File: config.mk
export PLATFORM = sky130hd
export DESIGN_NAME = aging_address_block_table
export DESIGN_NICKNAME = d
export VERILOG_FILES = /design/src/rtl/aabt_pkg.sv /design/src/rtl/aabt_ctrl.sv /design/src/rtl/aabt_dp.sv /design/src/rtl/aging_address_block_table.sv
export SDC_FILE = /design/constraint.sdc
export NUM_CORES = 2
export LEC_CHECK = 0
export BUFFER_PORTS_ARGS = -buffer_cell sky130_fd_sc_hd__buf_2
export CORE_MARGIN = 5
export CORE_UTILIZATION = 58
export CTS_CLUSTER_SIZE = 28
export DETAILED_ROUTE_END_ITERATION = 10
export PLACE_DENSITY_LB_ADDON = 0.08
export SETUP_SLACK_MARGIN = 0.3
export SKIP_LAST_GASP = 1
export SLEW_MARGIN = 20
export SYNTH_ARGS = -nofsm -noshare
export SYNTH_HDL_FRONTEND = slang
export SYNTH_SLANG_ARGS = --single-unit
File: constraint.sdc
create_clock -name aclk -period 8.1 [get_ports aclk]
set_clock_uncertainty 0.1 [all_clocks]
set_input_delay 0.405 -clock aclk [delete_from_list [all_inputs] [get_ports aclk]]
set_output_delay 0.405 -clock aclk [all_outputs]
set_load 0.02 [all_outputs]
File: src/rtl/aabt_pkg.sv
package aabt_pkg;

    localparam int unsigned ADDR_W  = 128;
    localparam int unsigned TIMER_W = 16;
    localparam int unsigned CFG_AW  = 3;
    localparam int unsigned CFG_DW  = 32;
    localparam int unsigned OUT_DW  = 24;

    localparam logic [TIMER_W-1:0] BLOCK_TICKS_RST = 16'd600;

    localparam logic FUNC_TICK   = 1'b0;
    localparam logic FUNC_LOOKUP = 1'b1;

    localparam logic REG_BLOCK_TICKS = 1'b0;

    typedef struct packed {
        logic capture;
        logic rd_en;
        logic ev_en;
        logic ev_first;
        logic commit;
    } cmd_t;

    typedef struct packed {
        logic is_lookup;
        logic out_free;
    } sts_t;

endpackage

File: src/rtl/aabt_ctrl.sv
module aabt_ctrl
    import aabt_pkg::*;
#(
    parameter int unsigned TABLE_ENTRIES = 16
) (
    input  logic                              aclk,
    input  logic                              aresetn,
    input  logic                              s_tvalid,
    output logic                              s_tready,
    input  sts_t                              sts,
    output cmd_t                              cmd,
    output logic [$clog2(TABLE_ENTRIES)-1:0]  rd_idx,
    output logic [$clog2(TABLE_ENTRIES)-1:0]  ev_idx
);

    localparam int unsigned IW = $clog2(TABLE_ENTRIES);
    localparam int unsigned CW = $clog2(TABLE_ENTRIES + 1);
    localparam logic [CW-1:0] LAST_CNT = CW'(TABLE_ENTRIES);

    localparam logic [1:0] S_IDLE = 2'd0;
    localparam logic [1:0] S_SCAN = 2'd1;
    localparam logic [1:0] S_FIN  = 2'd2;

    logic [1:0]    state_reg, state_next;
    logic [CW-1:0] cnt_reg, cnt_next;
    logic          ev_reg, ev_next;
    logic [IW-1:0] ev_idx_reg;
    logic          accept;

    assign s_tready = (state_reg == S_IDLE);
    assign accept   = s_tvalid && s_tready;
    assign rd_idx   = cnt_reg[IW-1:0];
    assign ev_idx   = ev_idx_reg;

    always_comb begin
        state_next   = state_reg;
        cnt_next     = cnt_reg;
        cmd.capture  = 1'b0;
        cmd.rd_en    = 1'b0;
        cmd.ev_en    = ev_reg;
        cmd.ev_first = ev_reg && (ev_idx_reg == '0);
        cmd.commit   = 1'b0;
        case (state_reg)
            S_IDLE: begin
                if (accept) begin
                    cmd.capture = 1'b1;
                    cnt_next    = '0;
                    state_next  = S_SCAN;
                end
            end
            S_SCAN: begin
                if (cnt_reg != LAST_CNT) begin
                    cmd.rd_en = 1'b1;
                    cnt_next  = cnt_reg + 1'b1;
                end else if (sts.is_lookup) begin
                    state_next = S_FIN;
                end else begin
                    state_next = S_IDLE;
                end
            end
            S_FIN: begin
                if (sts.out_free) begin
                    cmd.commit = 1'b1;
                    state_next = S_IDLE;
                end
            end
            default: begin
                state_next = S_IDLE;
            end
        endcase
    end

    assign ev_next = cmd.rd_en;

    always_ff @(posedge aclk) begin
        if (!aresetn) begin
            state_reg <= S_IDLE;
            cnt_reg   <= '0;
            ev_reg    <= 1'b0;
        end else begin
            state_reg <= state_next;
            cnt_reg   <= cnt_next;
            ev_reg    <= ev_next;
        end
    end

    always_ff @(posedge aclk) begin
        if (cmd.rd_en) begin
            ev_idx_reg <= rd_idx;
        end
    end

endmodule

File: src/rtl/aabt_dp.sv
module aabt_dp
    import aabt_pkg::*;
#(
    parameter int unsigned TABLE_ENTRIES = 16
) (
    input  logic                              aclk,
    input  logic                              aresetn,
    input  logic [ADDR_W-1:0]                 s_tdata,
    input  logic                              s_tuser,
    input  logic [TIMER_W-1:0]                block_ticks,
    input  cmd_t                              cmd,
    input  logic [$clog2(TABLE_ENTRIES)-1:0]  rd_idx,
    input  logic [$clog2(TABLE_ENTRIES)-1:0]  ev_idx,
    output sts_t                              sts,
    output logic                              m_tvalid,
    input  logic                              m_tready,
    output logic [OUT_DW-1:0]                 m_tdata
);

    localparam int unsigned IW = $clog2(TABLE_ENTRIES);

    logic [ADDR_W-1:0]  key_mem [TABLE_ENTRIES];
    logic [TIMER_W-1:0] tmr_mem [TABLE_ENTRIES];
    logic [TABLE_ENTRIES-1:0] tvld_reg;

    logic [ADDR_W-1:0]  addr_reg;
    logic               func_reg;
    logic [ADDR_W-1:0]  key_rd_reg;
    logic [TIMER_W-1:0] tmr_rd_reg;
    logic               vld_rd_reg;
    logic [TIMER_W-1:0] tv;

    logic               found_reg, found_next;
    logic [IW-1:0]      hit_idx_reg, hit_idx_next;
    logic [TIMER_W-1:0] hit_tmr_reg, hit_tmr_next;
    logic [TIMER_W-1:0] min_reg, min_next;
    logic [IW-1:0]      vic_reg, vic_next;
    logic               hit;

    logic               wr_en, key_we;
    logic [IW-1:0]      wr_idx;
    logic [TIMER_W-1:0] wr_tmr;

    logic               out_vld_reg;
    logic [TIMER_W-1:0] out_tmr_reg;
    logic               out_blk_reg;

    assign tv  = vld_rd_reg ? tmr_rd_reg : '0;
    assign hit = (tv != '0) && (key_rd_reg == addr_reg);

    always_ff @(posedge aclk) begin
        if (cmd.capture) begin
            addr_reg <= s_tdata;
            func_reg <= s_tuser;
        end
    end

    always_comb begin
        found_next   = found_reg;
        hit_idx_next = hit_idx_reg;
        hit_tmr_next = hit_tmr_reg;
        min_next     = min_reg;
        vic_next     = vic_reg;
        if (cmd.ev_en && (func_reg == FUNC_LOOKUP)) begin
            if (cmd.ev_first) begin
                found_next = hit;
                min_next   = tv;
                vic_next   = ev_idx;
            end else if (tv < min_reg) begin
                min_next = tv;
                vic_next = ev_idx;
            end
            if (hit && (cmd.ev_first || !found_reg)) begin
                found_next   = 1'b1;
                hit_idx_next = ev_idx;
                hit_tmr_next = tv;
            end
        end
    end

    always_ff @(posedge aclk) begin
        found_reg   <= found_next;
        hit_idx_reg <= hit_idx_next;
        hit_tmr_reg <= hit_tmr_next;
        min_reg     <= min_next;
        vic_reg     <= vic_next;
    end

    always_comb begin
        wr_en  = 1'b0;
        key_we = 1'b0;
        wr_idx = ev_idx;
        wr_tmr = tv - 1'b1;
        if (cmd.commit) begin
            wr_en  = 1'b1;
            wr_tmr = block_ticks;
            if (found_reg) begin
                wr_idx = hit_idx_reg;
            end else begin
                wr_idx = vic_reg;
                key_we = 1'b1;
            end
        end else if (cmd.ev_en && (func_reg == FUNC_TICK) && (tv != '0)) begin
            wr_en = 1'b1;
        end
    end

    // table storage, registered read
    always_ff @(posedge aclk) begin
        if (wr_en) begin
            tmr_mem[wr_idx] <= wr_tmr;
        end
        if (key_we) begin
            key_mem[wr_idx] <= addr_reg;
        end
        if (cmd.rd_en) begin
            key_rd_reg <= key_mem[rd_idx];
            tmr_rd_reg <= tmr_mem[rd_idx];
        end
    end

    always_ff @(posedge aclk) begin
        if (!aresetn) begin
            tvld_reg <= '0;
        end else if (wr_en) begin
            tvld_reg[wr_idx] <= 1'b1;
        end
    end

    always_ff @(posedge aclk) begin
        if (cmd.rd_en) begin
            vld_rd_reg <= tvld_reg[rd_idx];
        end
    end

    always_ff @(posedge aclk) begin
        if (!aresetn) begin
            out_vld_reg <= 1'b0;
        end else if (cmd.commit) begin
            out_vld_reg <= 1'b1;
        end else if (m_tready) begin
            out_vld_reg <= 1'b0;
        end
    end

    always_ff @(posedge aclk) begin
        if (cmd.commit) begin
            out_tmr_reg <= found_reg ? hit_tmr_reg : '0;
            out_blk_reg <= found_reg;
        end
    end

    assign sts.is_lookup = (func_reg == FUNC_LOOKUP);
    assign sts.out_free  = !out_vld_reg || m_tready;
    assign m_tvalid      = out_vld_reg;
    assign m_tdata       = {{(OUT_DW - TIMER_W - 1){1'b0}}, out_blk_reg, out_tmr_reg};

endmodule

File: src/rtl/aging_address_block_table.sv
// A lookup returns its result on m_tdata once its scan and its commit step are done; a tick gives no result.
// Each word is scanned one entry per cycle through the single table read port, and the next word
// is accepted only after that scan (and, for a lookup, its commit step) has finished.
// A result waiting on m_tready does not stop the next word from being accepted;
// a following lookup holds in its commit step until the result register frees.
// Reset (synchronous, aresetn low): all entries empty, block_ticks = 600, no result pending.
module aging_address_block_table
    import aabt_pkg::*;
#(
    parameter int unsigned TABLE_ENTRIES = 16
) (
    input  logic                aclk,
    input  logic                aresetn,

    input  logic                s_tvalid,
    output logic                s_tready,
    input  logic [ADDR_W-1:0]   s_tdata,   // addr_high [63:0], addr_low [127:64]
    input  logic                s_tuser,   // func

    output logic                m_tvalid,
    input  logic                m_tready,
    output logic [OUT_DW-1:0]   m_tdata,   // remaining_ticks [15:0], was_blocked [16]

    input  logic                psel,
    input  logic                penable,
    input  logic                pwrite,
    input  logic [CFG_AW-1:0]   paddr,
    input  logic [CFG_DW-1:0]   pwdata,
    output logic [CFG_DW-1:0]   prdata,
    output logic                pready
);

    localparam int unsigned IW = $clog2(TABLE_ENTRIES);

    logic [TIMER_W-1:0] block_ticks_reg;
    logic               cfg_we;
    cmd_t               cmd;
    sts_t               sts;
    logic [IW-1:0]      rd_idx;
    logic [IW-1:0]      ev_idx;

    assign pready = 1'b1;
    assign cfg_we = psel && penable && pwrite && pready && (paddr[2] == REG_BLOCK_TICKS);

    always_ff @(posedge aclk) begin
        if (!aresetn) begin
            block_ticks_reg <= BLOCK_TICKS_RST;
        end else if (cfg_we) begin
            block_ticks_reg <= pwdata[TIMER_W-1:0];
        end
    end

    assign prdata = (paddr[2] == REG_BLOCK_TICKS) ?
                    {{(CFG_DW - TIMER_W){1'b0}}, block_ticks_reg} : '0;

    aabt_ctrl #(
        .TABLE_ENTRIES (TABLE_ENTRIES)
    ) u_ctrl (
        .aclk     (aclk),
        .aresetn  (aresetn),
        .s_tvalid (s_tvalid),
        .s_tready (s_tready),
        .sts      (sts),
        .cmd      (cmd),
        .rd_idx   (rd_idx),
        .ev_idx   (ev_idx)
    );

    aabt_dp #(
        .TABLE_ENTRIES (TABLE_ENTRIES)
    ) u_dp (
        .aclk        (aclk),
        .aresetn     (aresetn),
        .s_tdata     (s_tdata),
        .s_tuser     (s_tuser),
        .block_ticks (block_ticks_reg),
        .cmd         (cmd),
        .rd_idx      (rd_idx),
        .ev_idx      (ev_idx),
        .sts         (sts),
        .m_tvalid    (m_tvalid),
        .m_tready    (m_tready),
        .m_tdata     (m_tdata)
    );

endmodule
Word level (Yosys, flattened, before mapping) --
Memory sizes are Yosys's and may differ from the RTL's. A register that Yosys moved wholly into a read port is not among the register bits. Cells that the tools add are included.
Storage, ports and cells: word-level logic and storage cells 101, memories 2, output and inout port bits 59, flip-flop bits (word level) 233, memory bits (writable) 2304, input port bits 171
Memory list:
- u_dp.key_mem | depth 16, width 128, rd ports 1, clocked after Yosys merged registers in 1, write ports 1, line aabt_dp.sv:22 | logic [ADDR_W-1:0] key_mem [TABLE_ENTRIES];
- u_dp.tmr_mem | depth 16, width 16, rd ports 1, clocked after Yosys merged registers in 1, write ports 1, line aabt_dp.sv:23 | logic [TIMER_W-1:0] tmr_mem [TABLE_ENTRIES];
Cells by class: bitwise operators 3, reduce and logical (&&, ||, !) cells 27, order comparisons 4, multiplexer cells 38, add/subtract/negate cells 2, eq/ne operators 8
Operators with widths (number):
- $eq 128x128->1 | 1
- $mux 16 | 5
- $mux 1 | 19
- $lt 16x16->1 | 1
- $mux 4 | 4
- $or 16x16->16 | 1
- $reduce_bool 16->1 | 1
- $sub 16x1->16 const B | 1
- $logic_and 1x1->1 | 11
- $lt 4x5->1 const B | 2
- $mux 5 | 2
- $pmux 5 s2 | 1
- $mux 2 | 4
- $reduce_bool 2->1 | 4
- $ne 2x2->1 const B | 3
- $pmux 2 s3 | 1
- $reduce_and 2->1 | 3
- $reduce_and 3->1 | 2
- $add 5x1->5 const B | 1
- $ne 5x5->1 const B | 1
- $bmux 1 s4 | 1
- $demux 1 s4 | 1
- $ge 4x1->1 const B | 1
- $logic_not 4->1 | 1
- other kinds (7) | 10

Logic depth before layout (Yosys ltp) --
word-level depth 10, depth in mapped cells 11, gate-level depth less buffers 8

By module --
Synthesis repeated with hierarchy kept, for this count alone.
Unflattened totals: cells, all modules 4228, area total of the unflattened synthesis 101297.2 um^2
Modules (own cells, without submodules):
- aabt_dp | instances 1, area each 99760.7 um^2, cells each 4062
- aging_address_block_table | instances 1, area each 927.1 um^2, cells each 106
- aabt_ctrl | instances 1, area each 609.3 um^2, cells each 60

Least setup slack after synthesis --
OpenSTA, ideal clock, no wires.
path kind input to register, start in m_tready, end mem u_dp.key_mem[7][0], enable pin, stages 5, path slack 591 ps, arrival 6792 ps, cells stage by stage nand2b_1 > nand2_1 > buf_2 > or4_1 > nor2_1
Between the ends: cells in the longest elaborated chain, start to end 6, elaborated cells on any way between the ends 7
RTL lines:
- from (decl) | line aging_address_block_table.sv:21 | input logic m_tready,
- $logic_or 1x1->1 * | line aabt_dp.sv:154 | assign sts.out_free = !out_vld_reg || m_tready;
- $mux 1 * | line aabt_ctrl.sv:62 | if (sts.out_free) begin
- $mux 1 * | line aabt_ctrl.sv:43 | case (state_reg)
- $mux 1 | line aabt_dp.sv:94 | if (cmd.commit) begin
- $mux 1 | line aabt_dp.sv:113 | if (key_we) begin
- $mux 1 (implied by the code) | line aabt_dp.sv:114 | key_mem[wr_idx] <= addr_reg;
- to (decl) | line aabt_dp.sv:22
Every way passes the cells marked *; elsewhere a longest branch is shown, timed or not.

Worst setup path in the final report --
start reg u_dp.addr_reg[97], end reg u_dp.hit_tmr_reg[10], enable pin
Between the ends: cells in the longest elaborated chain, start to end 4
RTL lines:
- from (decl) | line aabt_dp.sv:26 | logic [ADDR_W-1:0] addr_reg;
- from (signal assigned) | line aabt_dp.sv:53 | addr_reg <= s_tdata;
- $eq 128x128->1 | line aabt_dp.sv:49 | assign hit = (tv != '0) && (key_rd_reg == addr_reg);
- $logic_and 1x1->1 | line aabt_dp.sv:49
- $logic_and 1x1->1 | line aabt_dp.sv:73 | if (hit && (cmd.ev_first || !found_reg)) begin
- $reduce_and 2->1 (no line)
- to (signal assigned) | line aabt_dp.sv:84 | hit_tmr_reg <= hit_tmr_next;
- to (decl) | line aabt_dp.sv:35 | logic [TIMER_W-1:0] hit_tmr_reg, hit_tmr_next;
No other way between the ends. A chain may end at the register's enable or synchronous reset.

==> run metrics <==
CP dominant cell by count nor4_1; GRT overflow 0; critical path's top delay family simple AND/OR/NAND/NOR gates; R2R Path Start u_dp.addr_reg[97]$_DFFE_PP_; RR Endpoint u_dp.hit_tmr_reg[10]$_DFFE_PP_; register area about 80,000 sq um; FF+latch count, synth 2,681; min cycle time layout 5350 ps; Setup crit end u_dp.hit_tmr_reg[10]$_DFFE_PP_; mapped cell area 101,000 sq um; max-cap violation count 0; LEAKAGE around 36 nW; cells taking the most area after synthesis edfxtp_1 79%, mux4_2 16%, xor2_1 1.2%; status completed; CP Launch Type register; worst-margin pin slew 1160 ps; final setup vio count 0; Avg Cell Area, Syn 24.4 sq um; synth warn 0; Final Max Slew Viols 0; Setup crit end kind register; Commonest cells post-synth 2,640 x edfxtp_1, 725 x mux4_2, 134 x xor2_1, 87 x clkbuf_1, 57 x nand2_1; complex-gate fraction of the synthesized area 0.571%; post-route cell area 115,000 sq um; initial antenna violation count 10; WS Path Type reg -> reg; Post-Place Cells 6,583; post-synthesis sequential area ratio 79.3%; post-CTS sizing 0; clk slew on worst S/H paths 60 ps; Worst Setup SP u_dp.addr_reg[97]$_DFFE_PP_; switching part of the total 20.2%; number of global-route vias before repair approximately 46,000; Avg WL per Cell between 30 and 40 um; Post-Syn Instances 4,144; post-detail-place hpwl between 100,000 and 150,000 um; DR DRC count 0; Worst EP arrival 5810 ps; worst path bufs/invs 1; worst-case reg-to-reg path depth 7; slowest stage cell, crit path nor4_1; most flop-heavy register u_dp.key_mem; Distinct cells, synth 52; Clk network pwr share 42.0%; layout cells sized above 1 28.8%; Core Area 173,000 sq um; Starting Density 58.2%; largest net degree at the start of global routing 112; max FFs per register 2,048; initial DRC count 5,179; Pint 23.0 mW; largest family of logic cells by synthesized area multiplexers; Synth Area in XOR/XNOR 1.21%; Final nets between 4,000 and 5,000; H-tree depth 5; area leader, netlist edfxtp_1; Rows between 150 and 200; CTS tree done; final sum of negative setup slack 0 ps; RSZ-0062 raised after global routing no; Register-to-Register Setup Slack 2750 ps; die area 183,000 sq um; pwr dens around 250 nW/um^2; EDFF count, synth 2,640; Adder-Cell Fraction of Synth Area 0.223%; Synth async-reset ratio 0%; largest registers u_dp.key_mem x2048, u_dp.tmr_mem x256; pre-CTS WS ~3000 ps; CTS Sinks 2,681; Num CTS Buffers ~280; fill count 11,100; 1st-pass router iterations 5; CP required ~8600 ps; die width 427 um; CTS max path bufs 4; CTS root buf clkbuf_16; hold slack roughly 120 ps; post-synth top area share 78.5%; Final period util around two thirds; fmax 187 MHz; placed inst area 105,000 sq um; Crit path depth 7; Hold Crit Depth 2; Hold Violations, Final 0; die height 427 um; routability cong. slightly below 0.8; DRT antenna net count 0; VDD IR max 0.227 mV; Synth Area in Simple Gates approximately 1.3%; worst relative slew slack 22.0%; global-route wire length before repair 325,000 um; dominant synthesized flop cell edfxtp_1; I/O pin count 230; maximum fanout along the worst path 17; Cell Count, Final, Fillers Out about 7,200; area of the multi-input gates 20,000 sq um; drt via density 6.24; critical path cell sequence xor2_1 > nor4_1 > nand4_1 > nor4_1 > nand2_1 > a2111oi_2 > buf_4; sequential share of power between 50% and 60%; Vias 45,200; post-synthesis mux area share around 16%; Final WS setup about 2700 ps; P_sw 5.83 mW; Post-CTS Hold Buffers between 150 and 200; Layout area overhead 14.2%; Tot Pwr 28.8 mW; most common cell in the netlist edfxtp_1; port buffer count 187; drt total wl between 200,000 and 250,000 um; GRT Total Usage 25.1%; Worst-Skew Late Latency 910 ps; max incr delay on CP 1050 ps; Gate power share under 10%; post-CTS setup buffers 0; Min-Delay Path Class in -> reg; final core occ approximately 67%
power by group through the flow:
stage	logic (mW)	registers, mW	clock network, mW
after global placement	0.977	16.0	0
after floorplan	0.639	15.9	0
final	1.03	15.7	12.1
after global routing	1.10	15.7	13.0
after detailed placement	0.985	16.0	0
after CTS	1.05	15.7	12.4
how the worst min path moves through the flow:
stage	from	end	slack, ps
global placement	u_dp.tvld_reg[2]$_SDFFE_PN0N_	u_dp.tvld_reg[2]$_SDFFE_PN0N_	340
CTS	s_tdata[15]	u_dp.addr_reg[15]$_DFFE_PP_	40
global route	s_tdata[15]	u_dp.addr_reg[15]$_DFFE_PP_	70
finish	s_tdata[15]	u_dp.addr_reg[15]$_DFFE_PP_	120
detailed placement	u_dp.tvld_reg[6]$_SDFFE_PN0N_	u_dp.tvld_reg[6]$_SDFFE_PN0N_	350
floorplan	u_ctrl.cnt_reg[2]$_SDFFE_PN0P_	u_ctrl.ev_idx[2]$_DFFE_PP_	300
layout by cell type (no fill, tap or decap), types with 57 or more instances in the layout:
cell type      instances
buf_2                187
clkbuf_16            289
mux4_2               725
clkbuf_1              67
clkinv_1              64
buf_4                 95
edfxtp_1            2640
xor2_1               134
nand2_1               57
dlygate4sd3_1        165
metal layers:
layer | vias to the layer above | part of all wire [%] | GRT usage [%]
met3 | 348 | 7.2 | 4.77
met1 | 24400 | 41 | 36.8
met5 | - | 0.0058 | 0
met4 | 2 | 2.6 | 7.08
met2 | 1654 | 49 | 39.7
li1 | 18800 | - | -
kinds of logic after synthesis:
family	count (synthesis)
buffers and inverters	238
AO/OA/AOI/OAI	84
adder cells (fa/ha/maj)	18
XOR/XNOR	140
AND/OR/NAND/NOR	249
multiplexers	732
flip-flops	2681
other	2
cell type report:
class	instances	share of cell area, %
repair buffers	464	3.16
inverters	32	0.117
flip-flops and latches	2681	69.5
multi-input cells	1247	17.3
clock inverters	127	0.908
diodes	3	0.00651
clock buffers	357	6.50
well taps	2325	2.52
Power figures use the tool's default switching activity.
